File: config.mk
export PLATFORM = sky130hd
export DESIGN_NAME = laser_frame_sync_and_range_tracker
export DESIGN_NICKNAME = d
export VERILOG_FILES = /design/src/hw/rtl/lfrt_pkg.sv /design/src/hw/rtl/lfrt_sync.sv /design/src/hw/rtl/lfrt_track.sv /design/src/hw/rtl/laser_frame_sync_and_range_tracker.sv
export SDC_FILE = /design/constraint.sdc
export NUM_CORES = 2
export LEC_CHECK = 0
export ABC_AREA = 1
export BUFFER_PORTS_ARGS = -buffer_cell sky130_fd_sc_hd__buf_2
export CAP_MARGIN = 25
export CORE_MARGIN = 2
export CORE_UTILIZATION = 67
export DETAILED_ROUTE_END_ITERATION = 10
export HOLD_SLACK_MARGIN = 0.15
export PLACE_DENSITY = 0.94
export SLEW_MARGIN = 10
export SYNTH_ARGS = -nofsm -noshare
export SYNTH_HDL_FRONTEND = slang
export SYNTH_SLANG_ARGS = --single-unit
File: constraint.sdc
create_clock -name clock -period 24.4 [get_ports clock]
set_input_delay 4.88 -clock clock [delete_from_list [all_inputs] [get_ports clock]]
set_output_delay 4.88 -clock clock [all_outputs]
set_load 0.005 [all_outputs]
File: src/hw/rtl/lfrt_pkg.sv
// shared types, constants and helpers for the laser frame sync and range tracker
// no dependencies; used by lfrt_sync, lfrt_track and the top level
package lfrt_pkg;

   localparam int BYTE_W   = 8;
   localparam int COUNT_W  = 16;
   localparam int CTR_W    = 2;
   localparam int DIST_W   = 23;
   localparam int IPC_W    = 24;
   localparam int CSR_W    = 24;
   localparam int CSR_IDX_W = 2;
   localparam int PROD_W   = COUNT_W + IPC_W;
   localparam int FRAC_DROP = 16;
   localparam int RND_W    = PROD_W - FRAC_DROP;
   localparam int SUM_W    = RND_W + 1;

   localparam logic [DIST_W-1:0] DIST_MAX = '1;
   localparam logic [PROD_W-1:0] ROUND_HALF = PROD_W'(1) << (FRAC_DROP - 1);

   // register reset values
   localparam logic [DIST_W-1:0] BASE_OFFSET_RST = DIST_W'(322522);
   localparam logic [IPC_W-1:0]  IPC_RST         = IPC_W'(5160305);
   localparam logic [DIST_W-1:0] THRESHOLD_RST   = DIST_W'(655);

   // group of four bytes, fill index of the last byte
   localparam logic [1:0] FILL_LAST = 2'd3;

   // register indexes
   typedef enum logic [CSR_IDX_W-1:0] {
      CSR_CAPTURE_ENABLE = 2'd0,
      CSR_BASE_OFFSET    = 2'd1,
      CSR_INCH_PER_COUNT = 2'd2,
      CSR_THRESHOLD      = 2'd3
   } csr_index_type;

   // input beat codes
   localparam logic REQ_BYTE = 1'b0;
   localparam logic REQ_TICK = 1'b1;

   // result codes
   localparam logic KIND_READING = 1'b0;
   localparam logic KIND_VERDICT = 1'b1;

   typedef struct packed {
      logic                    capture;
      logic [DIST_W-1:0]       base;
      logic [IPC_W-1:0]        ipc;
      logic [DIST_W-1:0]       thr;
   } cfg_type;

   typedef struct packed {
      logic                    valid;
      logic [COUNT_W-1:0]      counts;
      logic [CTR_W-1:0]        ctr;
   } group_type;

   typedef struct packed {
      logic                    valid;
      logic                    kind;
      logic [COUNT_W-1:0]      counts;
      logic [CTR_W-1:0]        ctr;
      logic [DIST_W-1:0]       distance;
      logic [DIST_W-1:0]       omin;
      logic [DIST_W-1:0]       omax;
      logic                    changing;
   } result_type;

   // frame counter lives in bits 5:4
   function automatic logic [CTR_W-1:0] frame_ctr(input logic [BYTE_W-1:0] b);
      return b[5:4];
   endfunction

endpackage

File: src/hw/rtl/lfrt_sync.sv
// frame alignment: holds the first three bytes of a group, checks the frame counters
// and drops bytes to realign; depends on lfrt_pkg
module lfrt_sync (
   input  logic                          clock,
   input  logic                          reset,
   input  logic                          step,
   input  logic                          is_byte,
   input  logic [lfrt_pkg::BYTE_W-1:0]   byte_in,
   output lfrt_pkg::group_type           group
);

   logic [lfrt_pkg::BYTE_W-1:0] held_ff [3];
   logic [1:0] fill_ff, fill_in;
   logic [1:0] drop_ff, drop_in;
   logic       hold_en;
   logic [1:0] off;
   logic [lfrt_pkg::CTR_W-1:0] c0;

   assign c0 = lfrt_pkg::frame_ctr(held_ff[0]);

   always_comb begin
      if (lfrt_pkg::frame_ctr(held_ff[1]) != c0) begin
         off = 2'd1;
      end else if (lfrt_pkg::frame_ctr(held_ff[2]) != c0) begin
         off = 2'd2;
      end else if (lfrt_pkg::frame_ctr(byte_in) != c0) begin
         off = 2'd3;
      end else begin
         off = 2'd0;
      end
   end

   always_comb begin
      fill_in      = fill_ff;
      drop_in      = drop_ff;
      hold_en      = 1'b0;
      group.valid  = 1'b0;
      group.ctr    = c0;
      group.counts = {byte_in[3:0], held_ff[2][3:0], held_ff[1][3:0], held_ff[0][3:0]};
      if (step && is_byte) begin
         if (drop_ff != 2'd0) begin
            drop_in = drop_ff - 2'd1;
         end else if (fill_ff != lfrt_pkg::FILL_LAST) begin
            hold_en = 1'b1;
            fill_in = fill_ff + 2'd1;
         end else begin
            fill_in = 2'd0;
            if (off != 2'd0) begin
               drop_in = off;
            end else begin
               group.valid = 1'b1;
            end
         end
      end
   end

   always_ff @(posedge clock) begin
      if (reset) begin
         fill_ff <= 2'd0;
         drop_ff <= 2'd0;
      end else begin
         fill_ff <= fill_in;
         drop_ff <= drop_in;
      end
   end

   // held bytes need no reset, only read after written within the group
   always_ff @(posedge clock) begin
      if (hold_en) begin
         held_ff[fill_ff] <= byte_in;
      end
   end

endmodule

File: src/hw/rtl/lfrt_track.sv
// distance conversion plus window and overall min/max tracking and tick verdicts
// depends on lfrt_pkg
module lfrt_track (
   input  logic                  clock,
   input  logic                  reset,
   input  logic                  step,
   input  logic                  is_tick,
   input  lfrt_pkg::cfg_type     cfg,
   input  lfrt_pkg::group_type   group,
   output lfrt_pkg::result_type  result
);

   logic [lfrt_pkg::DIST_W-1:0] win_low_ff, win_low_in;
   logic [lfrt_pkg::DIST_W-1:0] win_high_ff, win_high_in;
   logic [lfrt_pkg::DIST_W-1:0] tot_low_ff, tot_low_in;
   logic [lfrt_pkg::DIST_W-1:0] tot_high_ff, tot_high_in;

   logic [lfrt_pkg::PROD_W-1:0] prod;
   logic [lfrt_pkg::PROD_W-1:0] prod_rnd;
   logic [lfrt_pkg::SUM_W-1:0]  dist_sum;
   logic [lfrt_pkg::DIST_W-1:0] distance;
   logic [lfrt_pkg::DIST_W:0]   thr_sum;
   logic                        do_read;
   logic                        do_tick;
   logic                        changing;

   // counts * inches per count, rounded half up into q16, plus base, saturated
   assign prod     = lfrt_pkg::PROD_W'(group.counts) * lfrt_pkg::PROD_W'(cfg.ipc);
   assign prod_rnd = prod + lfrt_pkg::ROUND_HALF;
   assign dist_sum = lfrt_pkg::SUM_W'(cfg.base)
                   + lfrt_pkg::SUM_W'(prod_rnd[lfrt_pkg::PROD_W-1:lfrt_pkg::FRAC_DROP]);

   always_comb begin
      if (group.counts == '0) begin
         distance = '0;
      end else if (dist_sum > lfrt_pkg::SUM_W'(lfrt_pkg::DIST_MAX)) begin
         distance = lfrt_pkg::DIST_MAX;
      end else begin
         distance = dist_sum[lfrt_pkg::DIST_W-1:0];
      end
   end

   assign thr_sum  = {1'b0, win_low_ff} + {1'b0, cfg.thr};
   assign changing = {1'b0, win_high_ff} > thr_sum;

   assign do_read = step && group.valid && cfg.capture;
   assign do_tick = step && is_tick && cfg.capture;

   always_comb begin
      win_low_in  = win_low_ff;
      win_high_in = win_high_ff;
      tot_low_in  = tot_low_ff;
      tot_high_in = tot_high_ff;
      if (do_tick) begin
         win_low_in  = lfrt_pkg::DIST_MAX;
         win_high_in = '0;
      end else if (do_read) begin
         if (distance < win_low_ff)  win_low_in  = distance;
         if (distance > win_high_ff) win_high_in = distance;
         if (distance < tot_low_ff)  tot_low_in  = distance;
         if (distance > tot_high_ff) tot_high_in = distance;
      end
   end

   always_ff @(posedge clock) begin
      if (reset) begin
         win_low_ff  <= lfrt_pkg::DIST_MAX;
         win_high_ff <= '0;
         tot_low_ff  <= lfrt_pkg::DIST_MAX;
         tot_high_ff <= '0;
      end else begin
         win_low_ff  <= win_low_in;
         win_high_ff <= win_high_in;
         tot_low_ff  <= tot_low_in;
         tot_high_ff <= tot_high_in;
      end
   end

   always_comb begin
      result.valid    = do_read || do_tick;
      result.omin     = tot_low_in;
      result.omax     = tot_high_in;
      if (do_tick) begin
         result.kind     = lfrt_pkg::KIND_VERDICT;
         result.counts   = '0;
         result.ctr      = '0;
         result.distance = '0;
         result.changing = changing;
      end else begin
         result.kind     = lfrt_pkg::KIND_READING;
         result.counts   = group.counts;
         result.ctr      = group.ctr;
         result.distance = distance;
         result.changing = 1'b0;
      end
   end

endmodule

File: src/hw/rtl/laser_frame_sync_and_range_tracker.sv
// top level of the laser frame sync and range tracker: input register, config
// registers, result register; depends on lfrt_pkg, lfrt_sync and lfrt_track
//
// Serial bytes from a distance laser arrive one per beat on the req_ channel
// (req_type 0) and are grouped by fours; a group is kept when the frame
// counters in bits 5:4 agree, otherwise up to three bytes are dropped to
// realign. With capture enabled, a kept group yields one reading beat on rsp_
// (raw count, frame counter, q16 distance, overall min/max) and a tick beat
// (req_type 1) yields one verdict beat and clears the window. Bytes that only
// fill, drop or fail a group, and anything with capture off, give no beat.
// The block takes one beat per cycle while rsp_stall does not hold it: while
// a beat sits in the input register, the frame check, the 16x24 distance
// multiply with round, add and saturate, and the min/max compares run in that
// single stage, and the result register loads on the next edge and offers
// the result on rsp_. That multiply-add-compare path sets the clock.
// rsp_stall holds the result register and, once the input register is also
// full, raises req_stall. Configuration writes through csr_ take effect on
// the next edge and are meant to happen only while the block is idle.
module laser_frame_sync_and_range_tracker (
   input  logic                              clock,
   input  logic                              reset,

   // input channel
   input  logic                              req_valid,
   output logic                              req_stall,
   input  logic                              req_type,
   input  logic [lfrt_pkg::BYTE_W-1:0]       req_data_byte,

   // result channel
   output logic                              rsp_valid,
   input  logic                              rsp_stall,
   output logic                              rsp_result_kind,
   output logic [lfrt_pkg::COUNT_W-1:0]      rsp_raw_counts,
   output logic [lfrt_pkg::CTR_W-1:0]        rsp_frame_counter,
   output logic [lfrt_pkg::DIST_W-1:0]       rsp_distance_q16,
   output logic [lfrt_pkg::DIST_W-1:0]       rsp_overall_min_q16,
   output logic [lfrt_pkg::DIST_W-1:0]       rsp_overall_max_q16,
   output logic                              rsp_is_changing,

   // configuration write port
   input  logic                              csr_write_en,
   input  logic [lfrt_pkg::CSR_IDX_W-1:0]    csr_index,
   input  logic [lfrt_pkg::CSR_W-1:0]        csr_write_data
);

   // config registers
   lfrt_pkg::cfg_type cfg_ff, cfg_in;

   // input register
   logic                         in_valid_ff, in_valid_in;
   logic                         in_type_ff;
   logic [lfrt_pkg::BYTE_W-1:0]  in_byte_ff;

   // result register
   logic                         out_valid_ff, out_valid_in;
   lfrt_pkg::result_type         out_ff;

   logic                         out_free;
   logic                         step;
   logic                         accept;
   lfrt_pkg::group_type          group;
   lfrt_pkg::result_type         result;

   // --------------------------------------------------------------------
   // handshake: the input register advances whenever the result register
   // is empty or being drained this cycle
   // --------------------------------------------------------------------
   assign out_free  = !out_valid_ff || !rsp_stall;
   assign step      = in_valid_ff && out_free;
   assign req_stall = in_valid_ff && !out_free;
   assign accept    = req_valid && !req_stall;

   always_comb begin
      if (accept) begin
         in_valid_in = 1'b1;
      end else if (step) begin
         in_valid_in = 1'b0;
      end else begin
         in_valid_in = in_valid_ff;
      end
   end

   always_comb begin
      if (step && result.valid) begin
         out_valid_in = 1'b1;
      end else if (out_free) begin
         out_valid_in = 1'b0;
      end else begin
         out_valid_in = out_valid_ff;
      end
   end

   always_ff @(posedge clock) begin
      if (reset) begin
         in_valid_ff  <= 1'b0;
         out_valid_ff <= 1'b0;
      end else begin
         in_valid_ff  <= in_valid_in;
         out_valid_ff <= out_valid_in;
      end
   end

   // payload registers, no reset
   always_ff @(posedge clock) begin
      if (accept) begin
         in_type_ff <= req_type;
         in_byte_ff <= req_data_byte;
      end
      if (step && result.valid) begin
         out_ff <= result;
      end
   end

   // --------------------------------------------------------------------
   // configuration registers
   // --------------------------------------------------------------------
   always_comb begin
      cfg_in = cfg_ff;
      if (csr_write_en) begin
         unique case (lfrt_pkg::csr_index_type'(csr_index))
            lfrt_pkg::CSR_CAPTURE_ENABLE: cfg_in.capture = csr_write_data[0];
            lfrt_pkg::CSR_BASE_OFFSET:
               cfg_in.base = csr_write_data[lfrt_pkg::DIST_W-1:0];
            lfrt_pkg::CSR_INCH_PER_COUNT:
               cfg_in.ipc = csr_write_data[lfrt_pkg::IPC_W-1:0];
            lfrt_pkg::CSR_THRESHOLD:
               cfg_in.thr = csr_write_data[lfrt_pkg::DIST_W-1:0];
            default: cfg_in = cfg_ff;
         endcase
      end
   end

   always_ff @(posedge clock) begin
      if (reset) begin
         cfg_ff.capture <= 1'b0;
         cfg_ff.base    <= lfrt_pkg::BASE_OFFSET_RST;
         cfg_ff.ipc     <= lfrt_pkg::IPC_RST;
         cfg_ff.thr     <= lfrt_pkg::THRESHOLD_RST;
      end else begin
         cfg_ff <= cfg_in;
      end
   end

   // --------------------------------------------------------------------
   // execute stage: frame alignment, then distance and tracking
   // --------------------------------------------------------------------
   lfrt_sync u_sync (
      .clock   (clock),
      .reset   (reset),
      .step    (step),
      .is_byte (in_type_ff == lfrt_pkg::REQ_BYTE),
      .byte_in (in_byte_ff),
      .group   (group)
   );

   lfrt_track u_track (
      .clock   (clock),
      .reset   (reset),
      .step    (step),
      .is_tick (in_type_ff == lfrt_pkg::REQ_TICK),
      .cfg     (cfg_ff),
      .group   (group),
      .result  (result)
   );

   // result beat
   assign rsp_valid           = out_valid_ff;
   assign rsp_result_kind     = out_ff.kind;
   assign rsp_raw_counts      = out_ff.counts;
   assign rsp_frame_counter   = out_ff.ctr;
   assign rsp_distance_q16    = out_ff.distance;
   assign rsp_overall_min_q16 = out_ff.omin;
   assign rsp_overall_max_q16 = out_ff.omax;
   assign rsp_is_changing     = out_ff.changing;

endmodule
# Word-level counts from Yosys, hierarchy flattened
# Memory sizes are Yosys's and may differ from the RTL's.
# Cells that the tools add are included.
[word_totals]
n_memories = 1
output_inout_bits = 91
ff_bits = 267
ramBits = 24
[memory_table]
columns = ["name", "depth", "width", "rd", "rd_clocked_by_memory_dff", "write_ports", "line_no", "source"]
rows = [
  ["u_sync.held_ff", 3, 8, 3, 0, 1, "lfrt_sync.sv:12", "logic [lfrt_pkg::BYTE_W-1:0] held_ff [3];"],
]
[op_classes]
reduce_logical = 31
n_addsub = 5
eq_ne = 8
bitwise = 2
mux = 29
n_mul = 1
order_cmp = 6
[op_table]
columns = ["op", "n"]
rows = [
  ["2-to-1 mux 23 bit", 8],
  ["> comparator 23 bit", 2],
  ["< comparator 23 bit", 2],
  ["2-to-1 mux 42 bit", 1],
  ["adder 40 x 16 -> 40 bit, second input constant", 1],
  ["multiplier 16 x 24 -> 40 bit", 1],
  ["adder 23 x 24 -> 25 bit", 1],
  ["> comparator 25 x 23 -> 1 bit, second input constant", 1],
  ["adder 23 x 23 -> 24 bit", 1],
  ["> comparator 23 x 24 -> 1 bit", 1],
  ["zero test 16 bit", 1],
  ["2-to-1 mux 2 bit", 7],
  ["AND reduction 2 bit", 7],
  ["2-to-1 mux 1 bit", 13],
  ["nonzero test 2 bit", 5],
  ["logical AND 1 bit", 9],
  ["!= test 2 bit", 3],
  ["== test 2 bit, second input constant", 2],
  ["zero test 1 bit", 4],
  ["AND reduction 3 bit", 1],
  ["adder 2 x 1 -> 2 bit, second input constant", 1],
  ["== test 2 x 1 -> 1 bit, second input constant", 1],
  ["zero test 2 bit", 1],
  ["logical OR 1 bit", 2],
  ["other kinds (5)", 6],
]

# Longest topological paths before layout
[depth]
depth_word = 14
mapped_depth = 61

# Hierarchy
# Synthesis repeated with hierarchy kept, for this count alone.
[unflattened]
hier_cells = 3613
hier_area_um2 = 28308.4
[by_module_without_submodules]
columns = ["mod", "instances", "cells_per_inst", "seq_area_each_um2", "area_per_inst_um2"]
rows = [
  ["lfrt_track", 1, 2996, 1841.8, 21494.4],
  ["laser_frame_sync_and_range_tracker", 1, 509, 4404.2, 5754.3],
  ["lfrt_sync", 1, 108, 620.6, 1059.8],
]

# Least setup slack after synthesis
# Ideal clock, no wire load.
[synth_timing]
path_kind = "in2out"
from = "in rsp_stall"
to = "out req_stall"
stages = 2
n_path_buf = 0
arrival_time_ns = 5.062
setup_slack_ns = 14.458
cell_sequence = "nand2_1 -> nor2_1"
[synth_via]
elab_chain_cells = 4
[synth_rtl]
columns = ["element", "line_no", "source"]
rows = [
  ["start: declaration", "laser_frame_sync_and_range_tracker.sv:31", "input logic rsp_stall,"],
  ["zero test 1 bit", "laser_frame_sync_and_range_tracker.sv:68", "assign out_free = !out_valid_ff || !rsp_stall;"],
  ["logical OR 1 bit", "laser_frame_sync_and_range_tracker.sv:68", ""],
  ["zero test 1 bit", "laser_frame_sync_and_range_tracker.sv:70", "assign req_stall = in_valid_ff && !out_free;"],
  ["logical AND 1 bit", "laser_frame_sync_and_range_tracker.sv:70", ""],
  ["end: declaration", "laser_frame_sync_and_range_tracker.sv:25", "output logic req_stall,"],
]
# No other way between the ends.

==> metrics.md <==
| Metric | Value |
|---|---|
| Status | finished clean |
| Unrepaired setup endpoints after global routing | no |
| Top FF cell, synth | dfxtp_1 |
| Critical Path End Type | flop |
| Fin crit share | 53.9% |
| Largest area contributor in the netlist | fa_1 |
| Pin count of the biggest net entering global routing | 74 |
| Gpl congestion | slightly above 0.9 |
| Most frequent cell after synthesis | nand2_1 |
| Drc violations | 0 |
| Top-area cell type share of the netlist area | 21.9% |
| Routed via count | around 25k |
| Mean Syn Cell Area | 7.95 um^2 |
| Port Buffers | around 130 |
| Worst skew pair latency | 560 ps |
| Crit path launch type | flop |
| Fmax | 76.0 MHz |
| Finish-stage setup viols | 0 |
| Netlist cell types | 54 |
| Cell count after synthesis | 3535 |
| Cts repair resizes | 0 |
| Share of the yosys chip area belonging to registers | 24.2% |
| Core ar. | about 42000 um^2 |
| Max-cap violation count | 0 |
| Number of synthesized flops with an enable pin | approximately 110 |
| Total grt overflow | 0 |
| Crit Path Max Fanout | 26 |
| Slew margin rel. | 22.5% |
| CTS sink count | 283 |
| HP Class | reg2reg |
| 1st-iter DRT viols | 2750 |
| DRT Pass-1 Iters | 6 |
| Routed len/inst | 18.6 um |
| Worst-Margin Slew | 1160 ps |
| First-pass GRT wire length | 125 mm |
| Fin. Hold Viols | 0 |
| CTS buffer count | 34 |
| TritonCTS clock tree | done |
| CTS HTree Levels | 2 |
| Die height | 209 um |
| Post-layout min period | approximately 13000 ps |
| Setup Crit Path Kind | reg2reg |
| #FFs+latches synth | 283 |
| Worst path slowest cell | edfxtp_1 |
| Detail Placement HPWL | 54.8 mm |
| Peak per-stage delay on the critical path | around 1100 ps |
| Total Routing Usage GR | 35.6% |
| Critical Path RT | around 25000 ps |
| Final Max Tran Viols | 0 |
| Top Ports | 131 |
| Area contributors post-synth | fa_1, ha_1, edfxtp_1 |
| Clock Pin Slew Worst Setup and Hold Paths | about 60 ps |
| Post-CTS Hold Buffers | 0 |
| Vias per std cell | 5.93 |
| Clock skew | 27.7 ps |
| Post-Syn Nets | 4177 |
| Clock Tree Root | clkbuf_16 |
| Clock tree buffer depth | 3 |
| Nets | ~4.2k |
| Crit-path most repeated cell | nand2_1 |
| Post-Syn Area | between 20000 and 30000 um^2 |
| Starting Density | 67.5% |
| Setup repair bufs after CTS | 0 |
| Setup tns final | 0 ps |
| Filler cells | 2781 |
| Fin Hold WS | 472 ps |
| Die footprint | around 44000 um^2 |
| Area Growth Syn to Fin | 7.72% |
| Fin util | 72.7% |
| Ys Warns | 0 |
| Worst EP arrival | between 10000 and 15000 ps |
| Fraction of layout cells with a size suffix above 1 | 7.55% |
| Chip width | 209 um |
| Cell Rows | 75 |
| Async set or reset register ratio after synthesis | 0% |
| Wirelength, routed | between 70 and 80 mm |
| Antenna viol nets, final | 0 |
| Initial antenna violation count | 6 |
| Vias in the first global route | around 26k |
| Post-synth top cells | nand2_1, inv_1, fa_1 |
-- layer usage --
metal / share of wire (%) / track usage [%] / wire length, um
met1: 35 / 43.2 / 27200
met2: 47 / 59.4 / 36300
met3: 12 / 7.72 / 8960
met4: 5.7 / 19.2 / 4420
met5: 0.062 / 0 / 48
-- cells in the final DEF (no fill, tap or decap), drive strengths merged, types with 12 or more instances in the layout --
cell type,n
nor3,18
o21ai,109
nand3,160
nor2,208
nand2,841
clkbuf,43
nor4,12
fa,307
dfxtp,169
buf,159
edfxtp,114
inv,807
ha,295
xnor2,31
a21oi,191
nand4,17
xor2,35
-- path summary, 6_finish.rpt --
path	startpoint	end	slack [ps]	cells after the start
setup / recovery	u_sync.held_ff[0][2]	rsp_overall_max_q16[0]	11250	46
hold / removal	cfg_ff[55]	cfg_ff[55]	470	2
setup reg to reg	u_sync.held_ff[0][2]	rsp_overall_max_q16[0]	11250	46
hold reg to reg	cfg_ff[55]	cfg_ff[55]	470	2
-- sequential cells by signal (all words and copies together) (netlist names) --
| name | flops |
|---|---|
| cfg_ff | 71 |
| rsp_distance_q16 | 23 |
| rsp_overall_max_q16 | 23 |
| rsp_overall_min_q16 | 23 |
| u_track.tot_high_ff | 23 |
| u_track.tot_low_ff | 23 |
| u_track.win_high_ff | 23 |
| u_track.win_low_ff | 23 |
| u_sync.held_ff | 18 |
| rsp_raw_counts | 16 |
| in_byte_ff | 6 |
| rsp_frame_counter | 2 |
| u_sync.drop_ff | 2 |
| u_sync.fill_ff | 2 |
| in_type_ff | 1 |
| in_valid_ff | 1 |
| rsp_is_changing | 1 |
| rsp_result_kind | 1 |
| rsp_valid | 1 |
-- final cells by class --
cell class / count / area [um^2] / share of cell area (%)
Antenna cell: 3 / 7.51 / 0.0248
Clock buffer: 43 / 936 / 3.09
Clock inverter: 19 / 235 / 0.777
Inverter: 803 / 3010 / 9.95
Multi-Input combinational cell: 2298 / 17700 / 58.4
Sequential cell: 283 / 6810 / 22.5
Tap cell: 539 / 674 / 2.23
Timing Repair Buffer: 159 / 921 / 3.04
-- per-stage QoR --
stage / setup slack, ps / area (um^2) / cells
after floorplan: 14460 / 28100 / 3535
after global placement: 12190 / 29000 / 4079
after detailed placement: 11850 / 29000 / 4079
after CTS: 11590 / 30200 / 4141
after global routing: 10640 / 30300 / 4146
final: 11250 / 30300 / 4147
-- critical path, delay by kind of cell, from the launching register on --
family	cells	cell delay, ps
adders and majority gates	9	4270
AOI/OAI and AO/OA	11	2660
DFF	1	1100
buffers and inverters	8	1780
and+or+nand+nor	18	3000
-- cells by family (layout without fill, tap and decap cells) --
kind of cell               count (synthesis)  after routing  synth area share (%)
buffers and inverters                    954           1024                  12.9
AOI/OAI and AO/OA                        365            365                  7.32
other                                      0              3                     0
DFF                                      283            283                  24.2
xor gates and xnor gates                  66             66                  2.06
and+or+nand+nor                         1265           1265                  18.5
adders and majority gates                602            602                  35.0
Power is not shown: default switching activity piles up to over one toggle a cycle in this logic, so the estimate is an artifact.
